### config.mk
export PLATFORM = sky130hd
export DESIGN_NAME = mdu_prep
export DESIGN_NICKNAME = d
export VERILOG_FILES = /design/src/mdu_pkg.sv /design/src/mdu_prep.sv
export SDC_FILE = /design/constraint.sdc
export NUM_CORES = 1
export LEC_CHECK = 0
export CORE_AREA = 2 2 132 134
export DETAILED_ROUTE_END_ITERATION = 6
export DIE_AREA = 0 0 134 136
export DONT_BUFFER_PORTS = 1
export PLACE_DENSITY_LB_ADDON = 0.2
export SLEW_MARGIN = 25
export SYNTH_ARGS = -nofsm -noshare
export SYNTH_HDL_FRONTEND = slang
export SYNTH_SLANG_ARGS = --single-unit
### constraint.sdc
create_clock -name clk -period 4 [get_ports clk]
set_clock_uncertainty 0.1 [all_clocks]
set_input_delay 0.6 -clock clk [delete_from_list [all_inputs] [get_ports clk]]
set_output_delay 0.6 -clock clk [all_outputs]
set_load 0.01 [all_outputs]
### src/mdu_pkg.sv
// ----------------------------------------------------------------------------
// mdu_pkg
// Shared types, operation codes and the divide step for the RV32M unit.
// ----------------------------------------------------------------------------
`timescale 1ns / 1ps
`default_nettype none
package mdu_pkg;

	localparam int unsigned XLEN = 32;
	localparam int unsigned RIDX = 5;
	localparam int unsigned DIV_STAGES = XLEN;

	typedef enum logic [2:0] {
		OP_MUL    = 3'd0,
		OP_MULH   = 3'd1,
		OP_MULHSU = 3'd2,
		OP_MULHU  = 3'd3,
		OP_DIV    = 3'd4,
		OP_DIVU   = 3'd5,
		OP_REM    = 3'd6,
		OP_REMU   = 3'd7
	} mdu_op_t;

	typedef struct packed {
		logic [2:0]      operation;
		logic [XLEN-1:0] operand_a;
		logic [XLEN-1:0] operand_b;
		logic [RIDX-1:0] dest_index;
	} mdu_cmd_t;

	typedef struct packed {
		logic [XLEN-1:0] result_value;
		logic [RIDX-1:0] result_dest;
	} mdu_rsp_t;

	// Work carried down the pipeline
	typedef struct packed {
		mdu_op_t           op;
		logic [RIDX-1:0]   dest;
		logic              neg;
		logic              bzero;
		logic [XLEN-1:0]   rem;
		logic [XLEN-1:0]   quo;
		logic [XLEN-1:0]   dvs;
		logic [47:0]       pp_lo;
		logic [47:0]       pp_hi;
		logic [2*XLEN-1:0] prod;
	} mdu_work_t;

	typedef struct packed {
		logic [XLEN-1:0] rem;
		logic [XLEN-1:0] quo;
	} mdu_div_t;

	// One restoring divide step: shift in the next dividend bit, try the subtract
	function automatic mdu_div_t div_step(input logic [XLEN-1:0] rem,
		input logic [XLEN-1:0] quo, input logic [XLEN-1:0] dvs);
		logic [XLEN:0]   t;
		logic [XLEN+1:0] diff;
		logic            ge;
		mdu_div_t        r;
		t    = {rem, quo[XLEN-1]};
		diff = {1'b0, t} - {2'b00, dvs};
		ge   = ~diff[XLEN+1];
		r.rem = ge ? diff[XLEN-1:0] : t[XLEN-1:0];
		r.quo = {quo[XLEN-2:0], ge};
		return r;
	endfunction

endpackage
`default_nettype wire

### src/mdu_prep.sv
// ----------------------------------------------------------------------------
// mdu_prep
// Entry stage: decode the operation, take operand magnitudes and note signs.
// ----------------------------------------------------------------------------
`timescale 1ns / 1ps
`default_nettype none
module mdu_prep (
	input  wire logic              clk,
	input  wire logic              arst_n,
	input  wire logic              cmd_valid,
	output logic                   cmd_stall,
	input  wire mdu_pkg::mdu_cmd_t cmd,
	output logic                   work_valid,
	input  wire logic              work_stall,
	output mdu_pkg::mdu_work_t     work
);

	mdu_pkg::mdu_op_t   op;
	logic               sa, sb, na, nb;
	logic [31:0]        x, y;
	mdu_pkg::mdu_work_t nxt;
	logic               v_s1;
	mdu_pkg::mdu_work_t w_s1;

	// Decode signedness and result sign
	always_comb begin
		op = mdu_pkg::mdu_op_t'(cmd.operation);
		sa = (op == mdu_pkg::OP_MULH) || (op == mdu_pkg::OP_MULHSU) ||
			(op == mdu_pkg::OP_DIV) || (op == mdu_pkg::OP_REM);
		sb = (op == mdu_pkg::OP_MULH) || (op == mdu_pkg::OP_DIV) ||
			(op == mdu_pkg::OP_REM);
		na = sa & cmd.operand_a[31];
		nb = sb & cmd.operand_b[31];
		x  = na ? (32'd0 - cmd.operand_a) : cmd.operand_a;
		y  = nb ? (32'd0 - cmd.operand_b) : cmd.operand_b;
		nxt       = '0;
		nxt.op    = op;
		nxt.dest  = cmd.dest_index;
		nxt.bzero = (cmd.operand_b == 32'd0);
		nxt.quo   = x;
		nxt.dvs   = y;
		case (op)
			mdu_pkg::OP_MULH, mdu_pkg::OP_DIV: nxt.neg = na ^ nb;
			mdu_pkg::OP_MULHSU, mdu_pkg::OP_REM: nxt.neg = na;
			default: nxt.neg = 1'b0;
		endcase
	end

	assign cmd_stall = v_s1 & work_stall;

	// Hold while the next stage is blocked
	always_ff @(posedge clk or negedge arst_n) begin
		if (!arst_n) begin
			v_s1 <= 1'b0;
		end else if (!cmd_stall) begin
			v_s1 <= cmd_valid;
		end
	end

	always_ff @(posedge clk) begin
		if (!cmd_stall && cmd_valid) begin
			w_s1 <= nxt;
		end
	end

	assign work_valid = v_s1;
	assign work       = w_s1;

endmodule
`default_nettype wire

# Word-level counts from Yosys, hierarchy flattened
# Index checks and enable logic that the tools add are counted.
# totals
out_inout_bits,268
regBits,75
# classes
n_bitwise,4
reduce_logical,10
eq_ne,4
n_addsub,2
mux,3
# op_table
op,count
two-way mux 32 bit,2
"subtractor 1 x 32 -> 32 bit, first input constant",2
logical NOT 32 bit,1
"equality test 3 bit, second input constant",2
logical OR 1 bit,5
OR reduction 2 bit,2
bitwise AND 1 bit,3
"equality test 3 x 1 -> 1 bit, second input constant",1
"equality test 3 x 2 -> 1 bit, second input constant",1
one-hot mux 1 bit (2 select lines),1
logical AND 1 bit,1
logical NOT 1 bit,1
bitwise XOR 1 bit,1

# Logic depth before layout (Yosys ltp)
# depth
ltp_word,7
depth_mapped,7
mapped_depth_nobuf,7

# Least setup slack after synthesis
# Ideal clock, no wire load.
# synth_timing
path_kind,input-to-reg
from,in work_stall
to,"reg w_s1 (netlist bit work[160]), enable pin"
required_ns,3.385
slack_ns,-0.692
t_arrival_ns,4.077
cell_stages,2
path_buffers,0
path_cell_list,and2_1 -> nor2b_1
# synth_via
elab_chain_len,3
# synth_rtl
item,line,text
"start, declared",mdu_prep.sv:14,"input wire logic work_stall,"
bitwise AND 1 bit,mdu_prep.sv:49,assign cmd_stall = v_s1 & work_stall;
logical NOT 1 bit,mdu_prep.sv:61,if (!cmd_stall && cmd_valid) begin
logical AND 1 bit,mdu_prep.sv:61,
"end signal, assigned",mdu_prep.sv:62,w_s1 <= nxt;
"end, declared",mdu_prep.sv:23,mdu_pkg::mdu_work_t w_s1;
# No other way between the ends.
# A chain may end at the register's enable or synchronous reset.

==> results_dict.tcl <==
set metrics [dict create \
    yosysMostFrequentCell "buf_4" \
    synth_top_cell_by_area "edfxtp_1" \
    cp-start-kind "input port" \
    layout-drive-gt1-share 0.0515 \
    first_pass_iters 4 \
    status "finished clean" \
    worstSetupEndpointType "flip-flop" \
    synth.top_cell.area_share 0.433 \
    critical_path.top_delay_family "simple AND/OR/NAND/NOR gates" \
    dr_total_vias 2863 \
    synth.area.top_cells "edfxtp_1, buf_4, xnor2_1, xor2_1, o21ai_0" \
    fp.dieW_um 134 \
    p_per_area_nw_per_um2 418 \
    die_y_um 136 \
    cp.arrival_ns 2.22 \
    cts_root_buffer "clkbuf_16" \
    fmax_mhz 446 \
    wl_um 11300 \
    min_period_over_period 0.561 \
    antenna_left 0 \
    slew_viol_final 0 \
    gp_congestion 0.811 \
    path_max_fanout 6 \
    syn-cell-area_sq_um 5130 \
    max_slew_margin 0.532 \
    yosys_warnings 0 \
    ys.flop_type "edfxtp_1" \
    ys_seq_elements 75 \
    max-cap-violations 0 \
    stdcell_count 731 \
    synth-seq-area-share 0.438 \
    avgSynthCellArea_sq_um 10.5 \
    cts_buffer_depth 2 \
    hold_ws_ns 0.256 \
    async_flop_share 0.0133 \
    synth-edff-count 74 \
    drc 0 \
    htreeDepth 3 \
    boundaryPins 344 \
    final_util 0.298 \
    max_stage_delay_ns 0.60 \
    drtIter0Drc 123 \
    cp_slowest_cell "nor3_1" \
    coreArea_sq_um 16900 \
    path_buf_inv 0 \
    wl_per_cell_um 15.4 \
    ys_types 41 \
    grt_setup_unrepaired "false" \
    grt_overflow_total 0 \
    required_ns 3.98 \
    grt_max_degree 34 \
    grt_usage 0.115 \
    dieArea_sq_um 18200 \
    cts_buffers 9 \
    final_nets 578 \
    antenna_found_initial 1 \
    fillCellCount 1776 \
    peakVddDrop_v 0.000181 \
    path_cells "nor4_2 -> nand3_1 -> nor3_1 -> a31oi_1 -> xor2_1" \
    hpwl_um 9120 \
    clock_sinks 75 \
    area_growth_syn_to_layout_pct -2.17 \
    critical_path_class "in2reg" \
    cts_tree "done" \
    post-cts-setup-buffers 0 \
    setup_tns_ns 0 \
    hp-class "in2reg" \
    finalHoldViolations 0 \
    finalSetupViolCount 0 \
    dp.cells 713 \
    grt_pass1_vias 2680 \
    leakage_nw 1.98 \
    placed_area_sq_um 4700 \
    worstMarginPinSlew_ns 0.702 \
    clk_latency_ns 0.33 \
    portBuffers 0 \
    via_per_inst 3.92 \
    syn_inst 491 \
    clk_pin_slew_ns 0.06 \
    period_minus_slack_ns 2.24 \
    synth_common_cells "buf_4, edfxtp_1, xnor2_1, xor2_1, nor2_1" \
    rows 48 \
    initial_core_util 0.304 \
    grt_pass1_wl_um 15600 \
    design_area_sq_um 5020 \
]
## cells in the final DEF (no fill, tap or decap), types with 9 or more instances in the layout
cell,netlist,layout
a21oi_1,13,13
clkbuf_16,0,9
conb_1,1,192
edfxtp_1,74,74
nand2_1,19,19
nor2_1,22,22
nor3_1,11,11
o21ai_0,17,17
xnor2_1,34,34
xor2_1,25,25
## through the flow
step	setup slack [ns]	power, mW
2_1_floorplan	0.740	1.35
3_3_place_gp	1.36	1.25
3_5_place_dp	1.34	1.25
4_1_cts	1.71	2.13
5_1_grt	1.45	2.19
6_report	1.76	2.10
## what timing repair did
| action | in CTS | in global routing |
|---|---|---|
| endpoints found under the hold margin | 1 | 0 |
| hold buffers | 1 | 0 |
| resized for setup | 0 | 0 |
## area by class of cell
cell class                 instances  area, sq um  area share
sequential                        75         2250       0.447
multi-input combinational        403         2120       0.423
tap                              225          282      0.0560
clock buffer                      10          229      0.0456
clock inverter                     6         80.1      0.0159
timing repair buffer               4         32.5     0.00648
inverter                           7         26.3     0.00523
antenna                            1         2.50    0.000498
## flip-flops by register name (all words and copies together), names as in the netlist
| name | flops |
|---|---|
| work | 74 |
| work_valid | 1 |
## cells by family after synthesis
family / share of synthesized area
xor+xnor: 0.101
other cells: 0.000730
flops: 0.438
compound gates: 0.0636
fa+ha+maj: 0.00487
simple gates: 0.103
buf+inv: 0.290
## path summary, 6_finish.rpt
check	slack, ns	cells after the start	from	end
min reg2reg	0.76	2	work_valid$_DFFE_PN0N_	work_valid$_DFFE_PN0N_
max	1.76	5	cmd[11]	work[183]$_DFFE_PP_
max reg2reg	1.93	3	work_valid$_DFFE_PN0N_	work[166]$_DFFE_PP_
min	0.26	0	cmd[70]	work[264]$_DFFE_PP_
max in group asynchronous	3.33	1	arst_n	work_valid$_DFFE_PN0N_
min in group asynchronous	0.37	1	arst_n	work_valid$_DFFE_PN0N_
## layer usage
metal  global-route usage  vias up  part of all wire
met4               0.0550        0             0.019
met5                    0        -                 0
met1                0.110     1348              0.33
li1                     -     1319                 -
met2                0.200      181              0.52
met3               0.0667       15              0.13
## report_power, final
group | switching (mW) | internal (mW)
clock network | 0.317 | 0.541
logic | 0.173 | 0.0654
registers | 0.0539 | 0.948
total | 0.545 | 1.55
Note: power is estimated with default switching activity, not from simulation.
