`config.mk`:
```
export PLATFORM = sky130hd
export DESIGN_NAME = mdu_fin
export DESIGN_NICKNAME = d
export VERILOG_FILES = /design/src/mdu_pkg.sv /design/src/mdu_fin.sv
export SDC_FILE = /design/constraint.sdc
export NUM_CORES = 1
export LEC_CHECK = 0
export BUFFER_PORTS_ARGS = -buffer_cell sky130_fd_sc_hd__buf_2
export CELL_PAD_IN_SITES_DETAIL_PLACEMENT = 1
export CELL_PAD_IN_SITES_GLOBAL_PLACEMENT = 1
export CORE_MARGIN = 2
export CORE_UTILIZATION = 32
export DETAILED_ROUTE_END_ITERATION = 8
export HOLD_SLACK_MARGIN = 0.03
export PLACE_DENSITY_LB_ADDON = 0.1
export SKIP_CTS_REPAIR_TIMING = 1
export SLEW_MARGIN = 30
export SYNTH_ARGS = -nofsm -noshare
export SYNTH_HDL_FRONTEND = slang
export SYNTH_SLANG_ARGS = --single-unit
```
`constraint.sdc`:
```
create_clock -name clk -period 8 [get_ports clk]
set_clock_uncertainty 0.1 [all_clocks]
set_input_delay 0 -clock clk [delete_from_list [all_inputs] [get_ports clk]]
set_output_delay 0 -clock clk [all_outputs]
set_load 0.005 [all_outputs]
```
`src/mdu_pkg.sv`:
```
// ----------------------------------------------------------------------------
// mdu_pkg
// Shared types, operation codes and the divide step for the RV32M unit.
// ----------------------------------------------------------------------------
`timescale 1ns / 1ps
`default_nettype none
package mdu_pkg;

	localparam int unsigned XLEN = 32;
	localparam int unsigned RIDX = 5;
	localparam int unsigned DIV_STAGES = XLEN;

	typedef enum logic [2:0] {
		OP_MUL    = 3'd0,
		OP_MULH   = 3'd1,
		OP_MULHSU = 3'd2,
		OP_MULHU  = 3'd3,
		OP_DIV    = 3'd4,
		OP_DIVU   = 3'd5,
		OP_REM    = 3'd6,
		OP_REMU   = 3'd7
	} mdu_op_t;

	typedef struct packed {
		logic [2:0]      operation;
		logic [XLEN-1:0] operand_a;
		logic [XLEN-1:0] operand_b;
		logic [RIDX-1:0] dest_index;
	} mdu_cmd_t;

	typedef struct packed {
		logic [XLEN-1:0] result_value;
		logic [RIDX-1:0] result_dest;
	} mdu_rsp_t;

	// Work carried down the pipeline
	typedef struct packed {
		mdu_op_t           op;
		logic [RIDX-1:0]   dest;
		logic              neg;
		logic              bzero;
		logic [XLEN-1:0]   rem;
		logic [XLEN-1:0]   quo;
		logic [XLEN-1:0]   dvs;
		logic [47:0]       pp_lo;
		logic [47:0]       pp_hi;
		logic [2*XLEN-1:0] prod;
	} mdu_work_t;

	typedef struct packed {
		logic [XLEN-1:0] rem;
		logic [XLEN-1:0] quo;
	} mdu_div_t;

	// One restoring divide step: shift in the next dividend bit, try the subtract
	function automatic mdu_div_t div_step(input logic [XLEN-1:0] rem,
		input logic [XLEN-1:0] quo, input logic [XLEN-1:0] dvs);
		logic [XLEN:0]   t;
		logic [XLEN+1:0] diff;
		logic            ge;
		mdu_div_t        r;
		t    = {rem, quo[XLEN-1]};
		diff = {1'b0, t} - {2'b00, dvs};
		ge   = ~diff[XLEN+1];
		r.rem = ge ? diff[XLEN-1:0] : t[XLEN-1:0];
		r.quo = {quo[XLEN-2:0], ge};
		return r;
	endfunction

endpackage
`default_nettype wire

```
`src/mdu_fin.sv`:
```
// ----------------------------------------------------------------------------
// mdu_fin
// Final stage: apply result signs, pick the result and register it out.
// ----------------------------------------------------------------------------
`timescale 1ns / 1ps
`default_nettype none
module mdu_fin (
	input  wire logic               clk,
	input  wire logic               arst_n,
	input  wire logic               work_valid,
	output logic                    work_stall,
	input  wire mdu_pkg::mdu_work_t work,
	output logic                    rsp_valid,
	input  wire logic               rsp_stall,
	output mdu_pkg::mdu_rsp_t       rsp
);

	logic [63:0]       pv;
	logic [31:0]       res;
	logic              rsp_valid_q;
	mdu_pkg::mdu_rsp_t rsp_q;

	// Select the result for the operation
	always_comb begin
		pv = work.neg ? (64'd0 - work.prod) : work.prod;
		case (work.op)
			mdu_pkg::OP_MUL: res = work.prod[31:0];
			mdu_pkg::OP_MULH, mdu_pkg::OP_MULHSU, mdu_pkg::OP_MULHU: res = pv[63:32];
			mdu_pkg::OP_DIV, mdu_pkg::OP_DIVU:
				res = work.bzero ? 32'hFFFF_FFFF :
					(work.neg ? (32'd0 - work.quo) : work.quo);
			default: res = work.neg ? (32'd0 - work.rem) : work.rem;
		endcase
	end

	assign work_stall = rsp_valid_q & rsp_stall;

	always_ff @(posedge clk or negedge arst_n) begin
		if (!arst_n) begin
			rsp_valid_q <= 1'b0;
		end else if (!work_stall) begin
			rsp_valid_q <= work_valid;
		end
	end

	always_ff @(posedge clk) begin
		if (!work_stall && work_valid) begin
			rsp_q.result_value <= res;
			rsp_q.result_dest  <= work.dest;
		end
	end

	assign rsp_valid = rsp_valid_q;
	assign rsp       = rsp_q;

endmodule
`default_nettype wire

```
Word level (Yosys, flattened, before mapping)
Cells that the tools add are included.
- input port bits: 270
- flip-flop bits (word level): 38
- output and inout port bits: 39
- bitwise operators: 1
- equality and inequality tests: 5
- add/subtract/negate cells: 3
- reductions and logical operators: 5
- muxes and demuxes: 5
- operator list (cell ; count):
    32-bit two-way mux ; 3
    32-bit case mux with 3 select lines ; 1
    64-bit two-way mux ; 1
    1-bit by 32-bit subtractor with 32-bit output (first input constant) ; 2
    1-bit by 64-bit subtractor with 64-bit output (first input constant) ; 1
    3-bit by 2-bit == test with 1-bit output (second input constant) ; 2
    3-bit == test (second input constant) ; 2
    3-bit by 1-bit == test with 1-bit output (second input constant) ; 1
    3-bit logical NOT ; 1
    3-bit OR reduction ; 1
    2-bit OR reduction ; 1
    1-bit bitwise AND ; 1
    1-bit logical AND ; 1
    1-bit logical NOT ; 1

Longest topological paths before layout
Gate-level depths: netlist (run 1).
- depth in word-level cells: 4
- mapped depth: 8

Worst setup path before layout (run 1)
Ideal clock, no wire load.
- path type: register to register
- start point: register rsp_valid_q (netlist: rsp_valid)
- end point: register rsp_q, in the netlist rsp[0] (enable)
- data required time: 7.464 ns
- setup time: 0.436 ns
- arrival: 2.235 ns
- path slack: 5.229 ns
- path buffers: 0
- cell stages (with the launch flop): 3
- period minus slack after synthesis: 2.771 ns
- cells stage by stage: dfrtp_1 > and2_1 > nor2b_1
- cells in the longest elaborated chain, start to end: 3
- RTL lines (item ; RTL line ; RTL):
    start: declaration ; mdu_fin.sv:20 ; logic rsp_valid_q;
    start signal: assignment ; mdu_fin.sv:42 ; rsp_valid_q <= work_valid;
    1-bit bitwise AND ; mdu_fin.sv:36 ; assign work_stall = rsp_valid_q & rsp_stall;
    net work_stall ; mdu_fin.sv:11 ; output logic work_stall,
    1-bit logical NOT ; mdu_fin.sv:47 ; if (!work_stall && work_valid) begin
    1-bit logical AND ; mdu_fin.sv:47 ;
    end: declaration ; mdu_fin.sv:21 ; mdu_pkg::mdu_rsp_t rsp_q;
The timed path passes the listed nets, and every way through them passes these cells.
A chain may end at the register's enable or synchronous reset.

Final worst setup path (run 1)
- start point: input work[265] (netlist name)
- end point: register rsp_q, in the netlist rsp[15], data pin
- cells in the longest elaborated chain, start to end: 3
- elaborated cells between the ends (all ways): 9
- classes of those cells: eq/ne: 5; mux: 1; reduce/logical: 3
- RTL lines (item ; RTL line ; RTL):
    start: declaration ; mdu_fin.sv:12 ; input wire mdu_pkg::mdu_work_t work,
    3-bit by 1-bit == test with 1-bit output (tied with other cells) ; mdu_fin.sv:26 ; case (work.op)
    3-bit OR reduction or 2-bit OR reduction (tied branches) ; mdu_fin.sv:26 ;
    32-bit case mux with 3 select lines (*) ; mdu_fin.sv:26 ;
    net res[10] ; mdu_fin.sv:19 ; logic [31:0] res;
Mark *: on every way through the listed nets, which the timed path passes. The rest lies on a longest branch.

==> results of run 1 <==
-- cell usage in the layout (no fill, tap or decap), types with 7 or more instances in the layout --
master,count
buf_2,180
nor2_1,49
o21ai_0,41
nand2_1,40
edfxtp_1,37
a21oi_1,34
xnor2_1,33
nor3_1,29
nor4_1,25
xor2_1,23
mux2i_1,18
o31ai_1,17
inv_1,14
nand3_1,14
or3_1,14
o211ai_1,13
nand4_1,12
o41ai_1,12
a31oi_1,12
a22oi_1,11
dlygate4sd3_1,11
or4_1,10
or2_2,9
o22ai_1,8
buf_4,7
-- cell type report --
| type | count | area [sq um] |
|---|---|---|
| Fill cell | 1829 | 8420 |
| Multi-Input combinational cell | 519 | 3460 |
| Sequential cell | 38 | 1140 |
| Timing Repair Buffer | 199 | 1090 |
| Tap cell | 184 | 230 |
| Clock buffer | 5 | 125 |
| Clock inverter | 3 | 68.8 |
| Inverter | 15 | 56.3 |
-- how the worst max path moves through the flow --
stage | from | end | slack [ps] | depth (start not counted)
floorplan | rsp_valid | rsp[0] | 5230 | 2
global placement | work[265] | rsp[33] | 4900 | 7
detailed placement | work[265] | rsp[33] | 4930 | 7
CTS | work[265] | rsp[33] | 5240 | 7
global route | work[265] | rsp[33] | 5000 | 7
finish | work[265] | rsp[15] | 5140 | 7
-- cells by family (layout without fill, tap and decap cells) --
group	Yosys count	after routing	synth area share
flip-flops	38	38	0.236
multiplexers	24	24	0.0515
buffers and inverters	54	222	0.0476
AND/OR/NAND/NOR	237	237	0.270
adder cells (fa/ha/maj)	2	2	0.00520
XOR/XNOR	56	56	0.102
AO/OA/AOI/OAI	200	200	0.288
-- flip-flops by register name, summed over array words and instances (netlist names) --
| register | cells |
|---|---|
| rsp | 37 |
| rsp_valid | 1 |
-- power groups by stage --
stage	sequential (W)	combinational, W	clock (W)
2_1_floorplan	0.000251	0.000126	0
3_3_place_gp	0.000247	0.000256	0
3_5_place_dp	0.000248	0.000263	0
4_1_cts	0.000244	0.000265	0.000280
5_1_grt	0.000245	0.000295	0.000283
6_report	0.000243	0.000274	0.000277
-- metal layers --
metal | global-route usage | routed length, microns
met1 | 0.425 | 11200
met2 | 0.445 | 10600
met3 | 0.0304 | 1600
met4 | 0.0595 | 325
met5 | 0 | 0
-- per-stage QoR --
| step | setup slack, ps | cells | hold slack, ps | total power [W] |
|---|---|---|---|---|
| floorplan | 5230 | 611 | -396 | 0.000377 |
| global placement | 4900 | 943 | -324 | 0.000503 |
| detailed placement | 4930 | 944 | -321 | 0.000511 |
| CTS | 5240 | 952 | -635 | 0.000788 |
| global route | 5000 | 963 | 48.4 | 0.000823 |
| finish | 5140 | 963 | -4.41 | 0.000794 |
-- tightest hold or removal path, cell delays in order --
cell,delay (ps)
buf_2,100
a22oi_1,80
o211ai_1,90
==> impl_metrics.toml, run 1 <==
[timing]
rsz0062_at_grt = "false"
final-setup-viol-count = 0
slew_viol_final = 0
fin_crit_sh = 0.357
post-route-min-period_ps = 2860
final_hold_viol_count = 1
whs_ps = -4.41
relSlewSlack = 0.387
fmax_ghz = 0.350
tns_ps = 0
worst_pin_slew_ps = 918

[layout]
fin_area_sq_mm = 0.00617
diodes = 0
area.growth.synth_to_final_pct = 28.3
drive_above_1_share = 0.288
fin_util = 0.423
fin_nets = 1050

[min_path]
hold_path.class = "primary input to flip-flop"
worstHoldEndpoint = "rsp[25]"
hp-start = "work[20]"
hold_path_depth = 3

[yosys]
syn-num-nets = 883
yosys-top-cells-area = "edfxtp_1 23%, xnor2_1 6.0%, o21ai_0 4.3%"
yosysTopAreaCellShare = 0.231
synth_flop_cell = "edfxtp_1"
yosysUniqueCellTypes = 69
ys_seq_area_frac = 0.236
synth-seq-cells = 38
yosysMostFrequentCell = "nor2_1"
syn_area_sq_mm = 0.00481
syn-instance-count = 611
synth_commonest_cells = "50 x nor2_1, 41 x o21ai_0, 40 x nand2_1"
synth.avg_cell_area_sq_um = 7.87
yosys_warnings = 0
async_reset_ff_frac = 0.0263
synth_top_area_cell = "edfxtp_1"
synth-edff-count = 37

[clocking]
clock-root-buffer = "clkbuf_16"
insertion_delay_ps = 290
htree_levels = 2
cts_tree = "built"
path_clk_slew_ps = 60
cts_buffer_depth = 2
clock_sinks = 38
numCtsBuffers = 5

[setup_path]
crit_arrival_ps = 2760
rr_worst_depth = 3
start_kind = "primary input"
reg2reg_slack_ps = 6340
r2r-start = "rsp_valid"
crit_fanout = 39
cp_top_family = "simple AND/OR/NAND/NOR gates"
cp.required_ps = 7900
path_class = "primary input to flip-flop"
worstReg2RegEnd = "rsp[12]"
cp_num_buf_inv = 2
crit_chain = "buf_2 -> inv_1 -> nand2_1 -> nor2_1 -> a222oi_1 -> o21ai_0 -> nand4b_1"
cp-end-kind = "flip-flop"
cpPeakStageDelay_ps = 630
crit_slowest_cell = "nand2_1"

[power]
pwr-share-seq = 0.306
p_sw_w = 0.000269
p_per_area_mw_per_mm2 = 129
intPower_w = 0.000525
p_leak_nw = 2.31
pwr-share-comb = 0.344
p_clk_frac = 0.349
p_sw_frac = 0.339
vdd_ir_drop_max_mv = 0.0735

[floorplanning]
initial_utilization = 0.330
rows = 44
dieWidth_microns = 127
core_sq_mm = 0.0146
ioPinCount = 309
die_y_microns = 127
die_area_sq_mm = 0.0160

[drt]
detail-route-antenna-nets = 0
vias_per_cell = 6.18
wl_per_cell_microns = 24.6
drt_first_pass_iters = 5
drt_iter0_drc = 494
finalWirelength_microns = 23700
drc_errors = 0
via_count = 5953

[placed_design]
gp_congestion = 0.919
port_buffers = 180
place_area_sq_mm = 0.00586
dpl.hpwl_microns = 18500

[global_route]
grt_pass1_wl_microns = 35100
antenna_found_initial = 0
grt_max_degree = 66
grt_pass1_vias = 5763
overflow = 0
grt.total_usage = 0.285

[job]
drv_cap = 0

[run_status]
outcome = "finished with violations"
violations = "hold timing"
Power figures use the tool's default switching activity.
==> run 2: changes to the inputs <==
Settings changed: ABC_AREA set to 1, CORE_UTILIZATION 32 to 27.
Clock period 8 ns to 2.3 ns, I/O delays scaled along.
==> run 2 against run 1 <==
  * The flow now finishes without violations
  * Total power rose to 3.5 times the previous value
  * Hold slack better by 14 ps
  * Final area up 23%
  * Count of clock-buffer cells in the layout unchanged
  * Via count up 31%
  * Setup slack worse by 5000 ps
  * Largest power group is now combinational cells
  * Sequential share of layout area down 3.4 points
  * Final cell count up 64%
  * Global-route usage down 4.5 points
  * Critical path type unchanged
==> impl_metrics.toml, run 2 <==
[run_status]
outcome = "finished, final reports clean"

[min_path]
worstHoldEndpoint = "rsp[22]"
hp-start = "work[17]"
hold_path_depth = 3
hold_path.class = "primary input to flip-flop"

[setup_path]
reg2reg_slack_ps = 730
r2r-start = "rsp_valid"
path_class = "primary input to flip-flop"
crit_start = "work[29]"
cp-end-kind = "flip-flop"
rr_worst_depth = 4
worstReg2RegEnd = "rsp[36]"
crit_fanout = 4
crit_arrival_ps = 2050
start_kind = "primary input"
cp.required_ps = 2230

[drt]
drt_first_pass_iters = 5
finalWirelength_microns = 28600
drt_iter0_drc = 444
drc_errors = 0
detail-route-antenna-nets = 0
vias_per_cell = 4.94
wl_per_cell_microns = 18.1
via_count = 7777

[layout]
mostFrequentLayoutCells = "370 x nand2_1, 213 x nor2_1, 179 x buf_2"
final_common_cell = "nand2_1"
seqCellArea_sq_mm = 0.00114
area.growth.synth_to_final_pct = 27.0
fin_nets = 1566
multi_input_area_sq_mm = 0.00428
largest_reg_flops = 37
nFillCells = 3032
drive_above_1_share = 0.212
fin_util = 0.348
diodes = 0

[timing]
relSlewSlack = 0.532
post-route-min-period_ps = 2120
tns_ps = 0
worst_pin_slew_ps = 701
fin_crit_sh = 0.920
fmax_ghz = 0.472
setup_ws_ps = 183
final_hold_viol_count = 0
final-setup-viol-count = 0
rsz0062_at_grt = "false"
slew_viol_final = 0

[yosys]
yosysMostFrequentCell = "nand2_1"
synth.avg_cell_area_sq_um = 5.39
synth-edff-count = 37
async_reset_ff_frac = 0.0263
yosysUniqueCellTypes = 39
yosysTopAreaCellShare = 0.233
ys_seq_area_frac = 0.191
synth_flop_cell = "edfxtp_1"
yosys_warnings = 0
syn-instance-count = 1106
syn_area_sq_mm = 0.00596
yosys-top-cells-area = "nand2_1 23%, edfxtp_1 19%, nor2_1 14%"
syn-num-nets = 1378
synth-seq-cells = 38
synth_commonest_cells = "370 x nand2_1, 216 x nor2_1, 156 x nand3_1"
synth_top_area_cell = "nand2_1"

[floorplanning]
dieWidth_microns = 153
ioPinCount = 309
die_y_microns = 153
rows = 54
core_sq_mm = 0.0218
initial_utilization = 0.274
die_area_sq_mm = 0.0233

[placed_design]
gp_congestion = 0.895
dp_slack_ps = 343
port_buffers = 180
dpl.hpwl_microns = 24100

[global_route]
grt_pass1_wl_microns = 43400
antenna_found_initial = 0
grt_max_degree = 66
grt.total_usage = 0.240
overflow = 0
grt_pass1_vias = 7528

[clocking]
clock-root-buffer = "clkbuf_16"
numCtsBuffers = 5
insertion_delay_ps = 300
cts_tree = "built"
htree_levels = 2
cts_buffer_depth = 2
path_clk_slew_ps = 60
clock_sinks = 38

[power]
vdd_ir_drop_max_mv = 0.361
p_per_area_mw_per_mm2 = 371
p_leak_nw = 3.44

[job]
drv_cap = 0
-- run 2: cell types whose count changed after synthesis, sizes merged, moves of 18 or more --
cell    change
xnor2      -31
nand2     +344
nand3     +150
mux2i      -18
nor3       -25
clkbuf     -25
nor4       -29
inv        +94
nor2      +205
-- run 2: layout make-up --
type,count,share of cell area
multi-input combinational,930,0.566
clock inverter,3,0.00909
sequential,38,0.150
clock buffer,5,0.0165
tap,280,0.0463
timing repair buffer,210,0.158
inverter,109,0.0541
-- run 2: where the power goes --
group	total (W)	switching (W)	leakage (nW)	internal, W
clock	0.000958	0.000333	0.0940	0.000625
combinational	0.00100	0.000646	2.98	0.000357
sequential	0.000851	0.0000170	0.365	0.000834
total	0.00281	0.000996	3.44	0.00181
-- run 2: worst max-delay path: stages --
cell	delay [ps]
dlygate4sd3_1	550
buf_2	150
nor2_4	190
nand2_1	130
nor2_1	160
nand2_1	60
nor2_1	310
nand3b_1	190
nand2_1	90
nand2_1	50
nand3_1	60
nand3_1	100
-- run 2: worst max path at each step --
stage                         end  slack (ps)  depth (start not counted)
after CTS                 rsp[33]         650                         12
final                     rsp[18]         180                         12
after floorplan            rsp[0]         310                          3
after global routing      rsp[34]          60                         12
after global placement    rsp[33]         380                         12
after detailed placement  rsp[33]         340                         12
-- run 2: stage by stage --
| stage | hold WS, ps | power, W | cells | instance area [sq um] |
|---|---|---|---|---|
| after global routing | 30.2 | 0.00297 | 1575 | 7570 |
| final | 10.0 | 0.00281 | 1575 | 7570 |
| after global placement | -325 | 0.00183 | 1550 | 7200 |
| after CTS | -648 | 0.00281 | 1558 | 7400 |
| after floorplan | -396 | 0.00137 | 1106 | 5960 |
| after detailed placement | -325 | 0.00185 | 1550 | 7200 |
-- run 2: layer usage --
metal,vias up,GRT usage,share of wire
li1,3919,-,-
met1,3641,0.344,0.49
met3,26,0.0247,0.038
met2,191,0.389,0.45
met5,-,0,0
met4,0,0.0538,0.019
-- run 2: cells by family after synthesis --
family | Yosys count | synth area share
fa+ha+maj | 2 | 0.00420
buf+inv | 138 | 0.0930
xor+xnor | 14 | 0.0206
simple gates | 847 | 0.626
flops | 38 | 0.191
compound gates | 67 | 0.0657
